File: src/rtl/core/tte_pkg.sv
// ----------------------------------------------------------------------------
// tte_pkg
// Constants and the frame record shared by the parser, queue and converter.
// ----------------------------------------------------------------------------
`default_nettype none

package tte_pkg;

  localparam int DATE_LEN   = 14;
  localparam int OFFSET_LEN = 5;
  localparam int EPOCH_W    = 39;
  localparam int TDATA_W    = 40;

  localparam logic [7:0] CH_SPACE = 8'h20;
  localparam logic [7:0] CH_PLUS  = 8'h2B;
  localparam logic [7:0] CH_MINUS = 8'h2D;

  // One complete timestamp text as captured by the parser
  typedef struct packed {
    logic [DATE_LEN-1:0][7:0]   date_chars;
    logic [OFFSET_LEN-1:0][7:0] offset_chars;
    logic                       date_full;
    logic                       offset_full;
  } tte_rec_t;

endpackage

`default_nettype wire

File: src/rtl/core/tte_front.sv
// ----------------------------------------------------------------------------
// tte_front
// Character parser: skips spaces, captures the date and offset characters,
// and emits one frame record on the character marked last.
// ----------------------------------------------------------------------------
`default_nettype none

module tte_front (
  input  wire logic             clk,
  input  wire logic             rst,
  input  wire logic             s_axis_tvalid,
  output logic                  s_axis_tready,
  input  wire logic [7:0]       s_axis_tdata,   // [7:0] ch
  input  wire logic             s_axis_tlast,
  output logic                  rec_valid,
  input  wire logic             rec_ready,
  output tte_pkg::tte_rec_t     rec
);
  import tte_pkg::*;

  logic                       leading_skipped, leading_skipped_next;
  logic [4:0]                 date_count, date_count_next;
  logic                       gap_skipped, gap_skipped_next;
  logic [2:0]                 offset_count, offset_count_next;
  logic [DATE_LEN-1:0][7:0]   date_chars, date_chars_next;
  logic [OFFSET_LEN-1:0][7:0] offset_chars, offset_chars_next;
  logic                       taken;
  logic                       accept;

  // Take characters only while the queue can hold a finished frame
  assign s_axis_tready = rec_ready;
  assign accept        = s_axis_tvalid && s_axis_tready;

  // Classify the character against the parse position
  always_comb begin
    taken                = 1'b0;
    leading_skipped_next = leading_skipped;
    date_count_next      = date_count;
    gap_skipped_next     = gap_skipped;
    offset_count_next    = offset_count;
    date_chars_next      = date_chars;
    offset_chars_next    = offset_chars;
    if (!leading_skipped) begin
      if (s_axis_tdata == CH_SPACE) begin
        taken = 1'b1;
      end else begin
        leading_skipped_next = 1'b1;
      end
    end
    if (!taken && date_count < 5'(DATE_LEN)) begin
      date_chars_next[date_count[3:0]] = s_axis_tdata;
      date_count_next = date_count + 5'd1;
      taken = 1'b1;
    end
    if (!taken && !gap_skipped) begin
      if (s_axis_tdata == CH_SPACE) begin
        taken = 1'b1;
      end else begin
        gap_skipped_next = 1'b1;
      end
    end
    if (!taken && offset_count < 3'(OFFSET_LEN)) begin
      offset_chars_next[offset_count] = s_axis_tdata;
      offset_count_next = offset_count + 3'd1;
    end
  end

  // Hold parse position; clear it after the last character
  always_ff @(posedge clk) begin
    if (rst) begin
      leading_skipped <= 1'b0;
      date_count      <= '0;
      gap_skipped     <= 1'b0;
      offset_count    <= '0;
    end else if (accept) begin
      if (s_axis_tlast) begin
        leading_skipped <= 1'b0;
        date_count      <= '0;
        gap_skipped     <= 1'b0;
        offset_count    <= '0;
      end else begin
        leading_skipped <= leading_skipped_next;
        date_count      <= date_count_next;
        gap_skipped     <= gap_skipped_next;
        offset_count    <= offset_count_next;
      end
    end
  end

  // Character stores
  always_ff @(posedge clk) begin
    if (accept) begin
      date_chars   <= date_chars_next;
      offset_chars <= offset_chars_next;
    end
  end

  // Push the frame with the final character merged in
  assign rec_valid        = accept && s_axis_tlast;
  assign rec.date_chars   = date_chars_next;
  assign rec.offset_chars = offset_chars_next;
  assign rec.date_full    = (date_count_next == 5'(DATE_LEN));
  assign rec.offset_full  = (offset_count_next == 3'(OFFSET_LEN));

endmodule

`default_nettype wire

File: src/rtl/core/tte_queue.sv
// ----------------------------------------------------------------------------
// tte_queue
// Two-entry frame queue between the parser and the converter.
// ----------------------------------------------------------------------------
`default_nettype none

module tte_queue (
  input  wire logic              clk,
  input  wire logic              rst,
  input  wire logic              in_valid,
  output logic                   in_ready,
  input  wire tte_pkg::tte_rec_t in_rec,
  output logic                   out_valid,
  input  wire logic              out_ready,
  output tte_pkg::tte_rec_t      out_rec
);
  import tte_pkg::*;

  localparam int DEPTH = 2;

  tte_rec_t   entries [DEPTH];
  logic       wr_ptr;
  logic       rd_ptr;
  logic [1:0] count;
  logic       push;
  logic       pop;

  assign in_ready  = (count != 2'(DEPTH));
  assign out_valid = (count != 2'd0);
  assign out_rec   = entries[rd_ptr];
  assign push      = in_valid && in_ready;
  assign pop       = out_valid && out_ready;

  // Advance pointers and occupancy
  always_ff @(posedge clk) begin
    if (rst) begin
      wr_ptr <= 1'b0;
      rd_ptr <= 1'b0;
      count  <= '0;
    end else begin
      if (push) begin
        wr_ptr <= ~wr_ptr;
      end
      if (pop) begin
        rd_ptr <= ~rd_ptr;
      end
      case ({push, pop})
        2'b10:   count <= count + 2'd1;
        2'b01:   count <= count - 2'd1;
        default: count <= count;
      endcase
    end
  end

  // Entry storage
  always_ff @(posedge clk) begin
    if (push) begin
      entries[wr_ptr] <= in_rec;
    end
  end

endmodule

`default_nettype wire

File: src/rtl/core/tte_back.sv
// ----------------------------------------------------------------------------
// tte_back
// Converter: reads the fields of one frame, checks the date and forms the
// UTC epoch seconds through a short sequence sharing one divide-by-400 unit.
// ----------------------------------------------------------------------------
`default_nettype none

module tte_back (
  input  wire logic              clk,
  input  wire logic              rst,
  input  wire logic              rec_valid,
  output logic                   rec_ready,
  input  wire tte_pkg::tte_rec_t rec,
  output logic                   m_axis_tvalid,
  input  wire logic              m_axis_tready,
  output logic [39:0]            m_axis_tdata,   // [38:0] epoch_seconds
  output logic                   m_axis_tuser    // [0] fell_back
);
  import tte_pkg::*;

  typedef enum logic [2:0] {
    ST_IDLE, ST_ERA, ST_LEAP, ST_YOE, ST_DAYS, ST_MUL, ST_SUM
  } state_t;

  // floor(x / 400) = (x * RECIP_400) >> 24 for x below 2**14
  localparam logic [15:0] RECIP_400 = 16'd41944;

  localparam logic [7:0] CH_ZERO = 8'h30;
  localparam logic [7:0] CH_NINE = 8'h39;

  // Optional minus, then digits up to the first non-digit; none gives 0
  function automatic logic signed [14:0] read_field(input logic [3:0][7:0] p,
                                                    input logic [2:0] len);
    logic        neg;
    logic        stop;
    logic [13:0] v;
    logic [2:0]  nd;
    logic signed [14:0] res;
    neg  = (p[0] == CH_MINUS);
    stop = 1'b0;
    v    = '0;
    nd   = '0;
    for (int k = 0; k < 4; k++) begin
      if (3'(k) < len && !(k == 0 && neg) && !stop) begin
        if (p[k] >= CH_ZERO && p[k] <= CH_NINE) begin
          v  = 14'(v * 14'd10) + 14'(p[k][3:0]);
          nd = nd + 3'd1;
        end else begin
          stop = 1'b1;
        end
      end
    end
    if (nd == 3'd0) begin
      res = '0;
    end else if (neg) begin
      res = -$signed({1'b0, v});
    end else begin
      res = $signed({1'b0, v});
    end
    return res;
  endfunction

  // Days before the month, year starting in March
  function automatic logic [8:0] cum_days(input logic [3:0] mp);
    logic [8:0] d;
    case (mp)
      4'd0:    d = 9'd0;
      4'd1:    d = 9'd31;
      4'd2:    d = 9'd61;
      4'd3:    d = 9'd92;
      4'd4:    d = 9'd122;
      4'd5:    d = 9'd153;
      4'd6:    d = 9'd184;
      4'd7:    d = 9'd214;
      4'd8:    d = 9'd245;
      4'd9:    d = 9'd275;
      4'd10:   d = 9'd306;
      4'd11:   d = 9'd337;
      default: d = 9'd0;
    endcase
    return d;
  endfunction

  function automatic logic [4:0] month_days(input logic [3:0] m, input logic leap);
    logic [4:0] d;
    case (m)
      4'd2:    d = leap ? 5'd29 : 5'd28;
      4'd4:    d = 5'd30;
      4'd6:    d = 5'd30;
      4'd9:    d = 5'd30;
      4'd11:   d = 5'd30;
      default: d = 5'd31;
    endcase
    return d;
  endfunction

  state_t state;

  // Parsed fields
  logic signed [14:0] year;
  logic signed [7:0]  mon, day, hh, mi, ss, off_hh, off_mi;
  logic               off_en, off_neg, short_text;
  // Intermediate results
  logic [13:0]        p_year, q_year;
  logic [4:0]         era_q, yq;
  logic               mon_ok, date_ok;
  logic [8:0]         yoe;
  logic signed [19:0] tod, off_val;
  logic signed [20:0] tod_off;
  logic signed [22:0] days;
  logic signed [38:0] prod;

  // Combinational helpers
  logic signed [15:0] yy_c;
  logic [13:0]        p_c, q_c, div_in;
  logic [29:0]        div_prod;
  logic [4:0]         quo;
  logic signed [19:0] tod_c, off_c;
  logic [8:0]         r_c;
  logic               leap_c;
  logic [4:0]         last_day_c;
  logic [3:0]         mp_c;
  logic [1:0]         yoe100_c;
  logic [17:0]        doe_c;
  logic signed [5:0]  era_c;
  logic signed [24:0] days_c;
  logic signed [39:0] prod_c;
  logic               out_free;

  assign rec_ready = (state == ST_IDLE);
  assign out_free  = !m_axis_tvalid || m_axis_tready;

  // Shared divide-by-400: era in one step, leap year residue in the next
  always_comb begin
    yy_c     = (mon <= 8'sd2) ? 16'(year) - 16'sd1 : 16'(year);
    p_c      = 14'(yy_c + 16'sd1200);
    q_c      = 14'(16'(year) + 16'sd1200);
    div_in   = (state == ST_ERA) ? p_c : q_c;
    div_prod = {16'b0, div_in} * {14'b0, RECIP_400};
    quo      = div_prod[28:24];
  end

  // Time of day, offset, calendar checks and day count
  always_comb begin
    tod_c      = 20'(hh) * 20'sd3600 + 20'(mi) * 20'sd60 + 20'(ss);
    off_c      = 20'(off_hh) * 20'sd3600 + 20'(off_mi) * 20'sd60;
    r_c        = 9'(q_year - 14'(yq) * 14'd400);
    leap_c     = (r_c[1:0] == 2'd0) && !(r_c == 9'd100 || r_c == 9'd200 || r_c == 9'd300);
    last_day_c = month_days(mon[3:0], leap_c);
    mp_c       = (mon > 8'sd2) ? mon[3:0] - 4'd3 : mon[3:0] + 4'd9;
    yoe100_c   = 2'(yoe >= 9'd100) + 2'(yoe >= 9'd200) + 2'(yoe >= 9'd300);
    doe_c      = 18'(yoe) * 18'd365 + 18'(yoe[8:2]) - 18'(yoe100_c)
               + 18'(cum_days(mp_c)) + 18'(day[4:0]) - 18'd1;
    era_c      = $signed({1'b0, era_q}) - 6'sd3;
    days_c     = 25'(era_c) * 25'sd146097 + $signed({7'b0, doe_c}) - 25'sd719468;
    prod_c     = 40'(days) * 40'sd86400;
  end

  // Sequence one frame and hold the result until taken
  always_ff @(posedge clk) begin
    if (rst) begin
      state         <= ST_IDLE;
      m_axis_tvalid <= 1'b0;
    end else begin
      // Drop a taken result unless the final step replaces it
      if (m_axis_tvalid && m_axis_tready && state != ST_SUM) begin
        m_axis_tvalid <= 1'b0;
      end
      case (state)
        ST_IDLE: begin
          if (rec_valid) begin
            year       <= read_field(rec.date_chars[3:0], 3'd4);
            mon        <= 8'(read_field({16'h0, rec.date_chars[5:4]}, 3'd2));
            day        <= 8'(read_field({16'h0, rec.date_chars[7:6]}, 3'd2));
            hh         <= 8'(read_field({16'h0, rec.date_chars[9:8]}, 3'd2));
            mi         <= 8'(read_field({16'h0, rec.date_chars[11:10]}, 3'd2));
            ss         <= 8'(read_field({16'h0, rec.date_chars[13:12]}, 3'd2));
            off_hh     <= 8'(read_field({16'h0, rec.offset_chars[2:1]}, 3'd2));
            off_mi     <= 8'(read_field({16'h0, rec.offset_chars[4:3]}, 3'd2));
            off_en     <= rec.offset_full && (rec.offset_chars[0] == CH_PLUS ||
                                              rec.offset_chars[0] == CH_MINUS);
            off_neg    <= (rec.offset_chars[0] == CH_MINUS);
            short_text <= !rec.date_full;
            state      <= ST_ERA;
          end
        end
        ST_ERA: begin
          p_year <= p_c;
          era_q  <= quo;
          tod    <= tod_c;
          mon_ok <= (mon >= 8'sd1) && (mon <= 8'sd12);
          state  <= ST_LEAP;
        end
        ST_LEAP: begin
          q_year  <= q_c;
          yq      <= quo;
          off_val <= off_en ? (off_neg ? -off_c : off_c) : 20'sd0;
          state   <= ST_YOE;
        end
        ST_YOE: begin
          yoe     <= 9'(p_year - 14'(era_q) * 14'd400);
          date_ok <= mon_ok && (day >= 8'sd1) && (day <= $signed(8'(last_day_c)));
          tod_off <= 21'(tod) - 21'(off_val);
          state   <= ST_DAYS;
        end
        ST_DAYS: begin
          days  <= 23'(days_c);
          state <= ST_MUL;
        end
        ST_MUL: begin
          prod  <= 39'(prod_c);
          state <= ST_SUM;
        end
        ST_SUM: begin
          if (out_free) begin
            m_axis_tvalid <= 1'b1;
            if (date_ok && !short_text) begin
              m_axis_tdata <= {1'b0, prod + 39'(tod_off)};
              m_axis_tuser <= 1'b0;
            end else begin
              m_axis_tdata <= '0;
              m_axis_tuser <= 1'b1;
            end
            state <= ST_IDLE;
          end
        end
        default: state <= ST_IDLE;
      endcase
    end
  end

endmodule

`default_nettype wire

File: src/rtl/core/timestamp_text_to_epoch_seconds.sv
// ----------------------------------------------------------------------------
// timestamp_text_to_epoch_seconds
// Converts a "YYYYMMDDHHMMSS [+HHMM]" character stream into UTC epoch seconds.
//
//   Channel  Dir  tdata               tuser      tlast
//   s_axis   in   [7:0] ch            -          last character of the text
//   m_axis   out  [38:0] epoch_secs   fell_back  -
//
// The parser takes one character per cycle. The converter takes a new frame
// only when idle, then runs its divide-by-400 steps and days * 86400 multiply.
// A two-entry frame queue lets the parser run ahead of the converter; the
// input stalls only when the queue is full.
// Reset (synchronous) clears the parse position, the queue and the output.
// ----------------------------------------------------------------------------
`default_nettype none

module timestamp_text_to_epoch_seconds (
  input  wire logic        clk,
  input  wire logic        rst,
  input  wire logic        s_axis_tvalid,
  output logic             s_axis_tready,
  input  wire logic [7:0]  s_axis_tdata,   // [7:0] ch
  input  wire logic        s_axis_tlast,
  output logic             m_axis_tvalid,
  input  wire logic        m_axis_tready,
  output logic [39:0]      m_axis_tdata,   // [38:0] epoch_seconds, [39] zero
  output logic             m_axis_tuser    // [0] fell_back
);
  import tte_pkg::*;

  logic     fq_valid, fq_ready;
  tte_rec_t fq_rec;
  logic     qb_valid, qb_ready;
  tte_rec_t qb_rec;

  tte_front u_front (
    .clk           (clk),
    .rst           (rst),
    .s_axis_tvalid (s_axis_tvalid),
    .s_axis_tready (s_axis_tready),
    .s_axis_tdata  (s_axis_tdata),
    .s_axis_tlast  (s_axis_tlast),
    .rec_valid     (fq_valid),
    .rec_ready     (fq_ready),
    .rec           (fq_rec)
  );

  tte_queue u_queue (
    .clk       (clk),
    .rst       (rst),
    .in_valid  (fq_valid),
    .in_ready  (fq_ready),
    .in_rec    (fq_rec),
    .out_valid (qb_valid),
    .out_ready (qb_ready),
    .out_rec   (qb_rec)
  );

  tte_back u_back (
    .clk           (clk),
    .rst           (rst),
    .rec_valid     (qb_valid),
    .rec_ready     (qb_ready),
    .rec           (qb_rec),
    .m_axis_tvalid (m_axis_tvalid),
    .m_axis_tready (m_axis_tready),
    .m_axis_tdata  (m_axis_tdata),
    .m_axis_tuser  (m_axis_tuser)
  );

endmodule

`default_nettype wire

File: config.mk
export PLATFORM = sky130hd
export DESIGN_NAME = timestamp_text_to_epoch_seconds
export DESIGN_NICKNAME = d
export VERILOG_FILES = /design/src/rtl/core/tte_pkg.sv /design/src/rtl/core/tte_front.sv /design/src/rtl/core/tte_queue.sv /design/src/rtl/core/tte_back.sv /design/src/rtl/core/timestamp_text_to_epoch_seconds.sv
export SDC_FILE = /design/constraint.sdc
export NUM_CORES = 2
export LEC_CHECK = 0
export ABC_CLOCK_PERIOD_IN_PS = 28000
export BUFFER_PORTS_ARGS = -buffer_cell sky130_fd_sc_hd__buf_2
export CORE_MARGIN = 2
export CORE_UTILIZATION = 64
export CTS_BUF_LIST = sky130_fd_sc_hd__clkbuf_2 sky130_fd_sc_hd__clkbuf_4 sky130_fd_sc_hd__clkbuf_8
export CTS_CLUSTER_SIZE = 16
export DETAILED_ROUTE_END_ITERATION = 10
export PLACE_DENSITY = 0.88
export SLEW_MARGIN = 20
export SYNTH_ARGS = -nofsm -noshare
export SYNTH_HDL_FRONTEND = slang
export SYNTH_SLANG_ARGS = --single-unit
File: constraint.sdc
create_clock -name clk -period 28 [get_ports clk]
set_input_delay 0 -clock clk [delete_from_list [all_inputs] [get_ports clk]]
set_output_delay 0 -clock clk [all_outputs]
set_load 0.02 [all_outputs]
### Word-level counts from Yosys, hierarchy flattened

Memory sizes are Yosys's and may differ from the RTL's. A register that Yosys moved wholly into a read port is not among the register bits.
Cells that the tools add are included.

* memories: 2
* bits in read-only memories: 144
* bits of input ports: 13
* bits in registers: 439
* RAM bits: 308
* logic and storage cells: 568

* reduce and logical (&&, ||, !) cells: 70
* $mul: 20
* mux-type cells: 279
* bitwise logic cells: 3
* equal/unequal tests: 34
* order comparisons: 51
* add/sub/neg operators: 55

Memory list
* u_queue.entries: depth 2, width 154, rd ports 1, clocked after Yosys merged registers in 1, write ports 1, RTL line tte_queue.sv:21 `tte_rec_t entries [DEPTH];`
* (name not given): depth 16, width 9, rd ports 1, clocked after Yosys merged registers in 0, write ports 0, RTL line tte_back.sv:66 `case (mp)`

Operators by type and width (number)
* two-way mux 14 bit: 50
* two-way mux 8 bit: 44
* two-way mux 3 bit: 86
* greater-or-equal comparator 8 x 6 -> 1 bit, second input constant: 18
* less-or-equal comparator 8 x 6 -> 1 bit, second input constant: 18
* bitwise mux 112 bit: 1
* two-way mux 112 bit: 1
* multiplier 14 x 3 -> 7 bit, second input constant: 7
* equality test 8 x 6 -> 1 bit, second input constant: 11
* two-way mux 1 bit: 78
* adder 8 x 4 -> 8 bit: 7
* negation 8 bit: 7
* adder 14 x 4 -> 14 bit: 3
* multiplier 14 x 3 -> 13 bit, second input constant: 3
* adder 20 bit: 2
* bitwise mux 40 bit: 1
* two-way mux 40 bit: 1
* adder 39 x 21 -> 39 bit: 1
* two-way mux 4 bit: 9
* logical AND 1 bit: 35
* adder 3 x 1 -> 3 bit, second input constant: 11
* demux 8 bit (select 4 bit): 1
* multiplier 23 x 11 -> 32 bit, second input constant: 1
* multiplier 8 x 9 -> 16 bit, second input constant: 2
* other kinds (71): 114

### Logic depth before layout (Yosys ltp)

* depth after elaboration: 30
* depth in mapped cells: 43
* mapped depth without buffers: 43

### By module

A second synthesis with hierarchy kept.

* cells, all modules: 4851
* area, all modules: 55738.5 um2

By module, submodules not included
* tte_back: times used 1, area each 37133.1 um2, cells an instance 3907
* tte_queue: times used 1, area each 11334.6 um2, cells an instance 503
* tte_front: times used 1, area each 7270.7 um2, cells an instance 441

### Worst setup path before layout

No wires, ideal clock.

* path kind: register to register
* from: reg u_queue.count[0]
* to: mem u_queue.entries[0][0] in the netlist's numbering, enable pin
* slack: 17543 ps
* arrival time: 9788 ps
* data required time: 27331 ps
* stages on the path, launching flop included: 6
* period minus slack after synthesis: 10457 ps
* cells stage by stage: dfxtp_1 nand2b_1 nand2_1 clkinv_1 nand2_1 nor2_1

* longest elaborated chain between the ends: 6

RTL lines
* start: declaration: RTL line tte_queue.sv:24 `logic [1:0] count;`
* start signal: assignment: RTL line tte_queue.sv:48 `2'b10: count <= count + 2'd1;`
* start signal: assignment: RTL line tte_queue.sv:49 `2'b01: count <= count - 2'd1;`
* start signal: assignment: RTL line tte_queue.sv:50 `default: count <= count;`
* != test 2 bit: RTL line tte_queue.sv:28 `assign in_ready = (count != 2'(DEPTH));`
* named net s_axis_tready: RTL line timestamp_text_to_epoch_seconds.sv:21 `output logic s_axis_tready,`
* logical AND 1 bit: RTL line tte_front.sv:32 `assign accept = s_axis_tvalid && s_axis_tready;`
* named net u_front.accept: RTL line tte_front.sv:28 `logic accept;`
* logical AND 1 bit: RTL line tte_front.sv:99 `assign rec_valid = accept && s_axis_tlast;`
* logical AND 1 bit: RTL line tte_queue.sv:31 `assign push = in_valid && in_ready;`
* two-way mux 1 bit: RTL line tte_queue.sv:57 `if (push) begin`
* two-way mux 1 bit (implied by the code): RTL line tte_queue.sv:58 `entries[wr_ptr] <= in_rec;`
* end: declaration: RTL line tte_queue.sv:21

The timed path passes the listed nets, and every way through them passes these cells.

### Worst setup path in the final report

* from: reg u_back.mon[0]
* to: reg u_back.days[22], data pin

* longest elaborated chain between the ends: 8
* elaborated cells between the ends (all ways): 10
* those cells by class: 7 x add/sub; 1 x order compare; 1 x mux; 1 x memory

RTL lines
* start: declaration: RTL line tte_back.sv:101 `logic signed [7:0] mon, day, hh, mi, ss, off_hh, off_mi;`
* start signal: assignment: RTL line tte_back.sv:173 `mon <= 8'(read_field({16'h0, rec.date_chars[5:4]}, 3'd2));`
* greater-than comparator 8 x 3 -> 1 bit (tied with other cells): RTL line tte_back.sv:150 `mp_c = (mon > 8'sd2) ? mon[3:0] - 4'd3 : mon[3:0] + 4'd9;`
* two-way mux 4 bit *: RTL line tte_back.sv:150
* memory (16 x 9 bit) *
* adder 18 x 9 -> 18 bit *: RTL line tte_back.sv:153 `+ 18'(cum_days(mp_c)) + 18'(day[4:0]) - 18'd1;`
* adder 18 x 5 -> 18 bit *: RTL line tte_back.sv:153
* subtractor 18 x 1 -> 18 bit *: RTL line tte_back.sv:153
* adder 23 x 19 -> 23 bit *: RTL line tte_back.sv:155 `days_c = 25'(era_c) * 25'sd146097 + $signed({7'b0, doe_c}) - 25'sd719468;`
* subtractor 23 x 21 -> 23 bit *: RTL line tte_back.sv:155
* named net u_back.days_c[22]: RTL line tte_back.sv:126 `logic signed [24:0] days_c;`
* end signal: assignment: RTL line tte_back.sv:207 `days <= 23'(days_c);`
* end: declaration: RTL line tte_back.sv:110 `logic signed [22:0] days;`

Mark *: on every way through the listed nets, which the timed path passes. The rest lies on a longest branch.
A chain may end at the register's enable or synchronous reset.

==> reports/metrics.csv <==
stage,metric,value,unit
grt,initial antenna violation count,1,
setup_path,CP max stage cell,xnor2_1,
logic_synthesis,post-synth cell types,108,
drt,drt first pass iters,5,
grt,GRT Overall Usage,0.253,
grt,vias in the first global route,37400,
floorplan,initial cell density of the core,0.646,
setup_path,CP Data Required Time,28.47,ns
drt,number of remaining DRC errors,0,
sta,fmax,88.9,MHz
setup_path,crit path buf inv count,5,
drt,total wire length,111,mm
logic_synthesis,synth warn,0,
setup_path,Crit. End Element,register,
sta,Slew HR,0.285,
drt,routed len/inst,18.1,µm
sta,setup ws final,16.76,ns
grt,largest net degree at the start of global routing,95,
setup_path,path type of the worst setup path,reg2reg,
sta,Slew Limit Fails,0,
drt,DR iter-0 viols,2575,
clocking,CTS root buffer,clkbuf_8,
floorplan,core box area,85100,µm²
drt,DR vias/cell,5.85,
drt,Final ANT Viol Nets,0,
sta,final worst-path cycle share,0.402,
floorplan,Cell Rows,107,
clocking,Worst-path clk slew,0.07,ns
clocking,CTS Hold Buffers Added,8,
worst_hold_path,Hold Crit Class,in2reg,
placed_design,hpwl dp,81.0,mm
layout,# nets final,5876,
logic_synthesis,Post-Syn Area,55000,µm²
layout,Post-Layout Cell Count,6170,
setup_path,max incr delay on CP,0.79,ns
clocking,"Setup Fix Bufs, Post-CTS",0,
sta,setup_tns,0,ns
layout,Fill cells,5657,
setup_path,worst path arrival time,11.72,ns
clocking,"Clk Latency, worst-skew pair",0.75,ns
drt,via count,36100,
sta,Period minus WS final,11.24,ns
grt,first-pass GRT wire length,183,mm
floorplan,die extent in y,297,µm
logic_synthesis,sequential fraction of the synthesis area,0.403,
layout,share of cells above drive strength 1,0.105,
layout,fin area,59100,µm²
clocking,CTS Buf Count,115,
setup_path,Crit path max-delay family,adder cells,
clocking,H-tree depth,3,
layout,Syn-to-layout area delta,7.51,%
floorplan,total I/O pin count,56,
clocking,CTS Buffer Depth,3,
logic_synthesis,Mapped Cells,4814,
sta,unrepaired setup endpoints after global routing,false,
logic_synthesis,"Avg Cell Area, Syn",11.4,µm²
placed_design,gpl congestion,0.893,
setup_path,cell repeated most along the worst path,ha_1,
run_status,status,finished clean,
placed_design,"Cell Area, Placed",56500,µm²
placed_design,Post-Place Worst Slack,16.81,ns
clocking,CTS Sinks,745,
sta,actual slew at the worst max-slew pin,1.07,ns
job,Max Cap Violations,0,
logic_synthesis,"EDFF count, synth",726,
placed_design,PortBufs,54,
clocking,post-cts sizing count,0,
grt,total grt overflow,0,
sta,setup violators final,0,
sta,hold violation total from the final report,0,
logic_synthesis,asr flop ratio synth,0,
floorplan,Die ar.,88300,µm²
logic_synthesis,top_reg_cell synth,edfxtp_1,
floorplan,die width,297,µm
logic_synthesis,Syn Nets,5767,
sta,Final Skew,0.0666,ns
clocking,CTS tree,yes,
setup_path,CP max FO,16,
setup_path,type of origin of the critical path,register,
placed_design,Placed Instances,5940,
logic_synthesis,register bit count reported by yosys,745,
[cell type report]
class,count,area [µm²],area share
multi-input combinational,3275,29800,0.504
antenna,2,5.00,0.0000847
clock buffer,156,1900,0.0322
timing repair buffer,85,563,0.00952
clock inverter,62,582,0.00984
sequential,745,22200,0.375
inverter,701,2640,0.0446
tap,1144,1430,0.0242
[worst paths after layout]
kind,cells past startpoint,end,slack (ns),start
setup reg to reg,41,u_back.days[22]$_DFFE_PP_,16.76,u_back.mon[0]$_SDFFCE_PN0P_
hold reg to reg,0,u_back.tod_off[0]$_DFFE_PP_,0.43,u_back.tod[0]$_DFFE_PP_
hold / removal,2,u_queue.entries[0][96]$_DFFE_PP_,0.08,s_axis_tdata[6]
setup / recovery,41,u_back.days[22]$_DFFE_PP_,16.76,u_back.mon[0]$_SDFFCE_PN0P_
[worst reg2reg max path: cells and delay by family, from the launching register on]
family / cells / cell delay [ns]
AND/OR/NAND/NOR: 5 / 1.01
flip-flops: 1 / 0.56
XOR/XNOR: 3 / 1.01
adder cells (fa/ha/maj): 13 / 4.98
multiplexers: 1 / 0.42
AO/OA/AOI/OAI: 14 / 2.75
buffers and inverters: 5 / 0.30
[cell usage in the layout, fill, tap and decap left out, types with 117 or more instances in the layout]
master	n
a21oi_1	225
clkbuf_8	117
edfxtp_1	726
fa_1	286
ha_1	654
inv_1	697
mux2_2	189
nand2_1	197
nor2_1	301
o21ai_0	129
xnor2_1	248
[kinds of logic (layout without fill, tap and decap cells)]
group | Yosys count | after routing | share of synthesized area
XOR/XNOR | 353 | 353 | 0.0572
flip-flops | 745 | 745 | 0.403
other | 1 | 3 | 0.0000682
AO/OA/AOI/OAI | 763 | 763 | 0.0919
multiplexers | 247 | 247 | 0.0495
buffers and inverters | 794 | 1004 | 0.0558
AND/OR/NAND/NOR | 971 | 971 | 0.0892
adder cells (fa/ha/maj) | 940 | 940 | 0.253
[state kept, by name (all words and copies together) (netlist names), 18 cells and up, named ones only]
signal	flops
u_back.off_val	18
u_front.offset_chars	40
u_front.date_chars	112
u_back.m_axis_tdata	39
u_back.days	23
u_back.tod_off	21
u_back.tod	20
u_queue.entries	308
u_back.prod	32
[metal layers]
metal / vias to the layer above / part of all wire / track usage / wire length (µm)
li1: 17200 / - / - / -
met1: 17600 / 0.41 / 0.310 / 45900
met2: 1091 / 0.49 / 0.446 / 55000
met3: 252 / 0.054 / 0.0373 / 6040
met4: 0 / 0.040 / 0.109 / 4410
met5: - / 0 / 0 / 0
[cell usage after synthesis (20+ instances only)]
| library cell | n | share of area |
|---|---|---|
| a211oi_1 | 20 | 0.0027 |
| ha_1 | 654 | 0.15 |
| o21bai_1 | 34 | 0.0046 |
| mux2i_1 | 57 | 0.010 |
| nor3b_1 | 25 | 0.0034 |
| clkbuf_1 | 63 | 0.0043 |
| inv_1 | 697 | 0.048 |
| fa_1 | 286 | 0.10 |
| edfxtp_1 | 726 | 0.40 |
| or3_1 | 35 | 0.0040 |
| a21o_1 | 69 | 0.0094 |
| nand2b_1 | 37 | 0.0042 |
| a21oi_1 | 225 | 0.020 |
| nor2b_1 | 43 | 0.0049 |
| nand2_1 | 197 | 0.013 |
| xnor2_1 | 248 | 0.040 |
| nand3_1 | 45 | 0.0041 |
| and2_1 | 43 | 0.0049 |
| mux2_2 | 189 | 0.039 |
| o21ai_0 | 129 | 0.012 |
| xor2_1 | 101 | 0.016 |
| nor2_1 | 303 | 0.021 |
| and3_1 | 26 | 0.0030 |
| nand4_1 | 27 | 0.0031 |
| nor3_1 | 77 | 0.0070 |
| a31oi_1 | 30 | 0.0034 |
| o21a_1 | 55 | 0.0075 |
[stage by stage]
step,util,hold slack (ns)
3_5_place_dp,0.663,0.407
6_report,0.694,0.0796
3_3_place_gp,0.663,0.403
2_1_floorplan,-,0.182
5_1_grt,0.694,0.0391
4_1_cts,0.693,0.00550
Power is not shown: default switching activity piles up to over one toggle a cycle in this logic, so the estimate is an artifact.
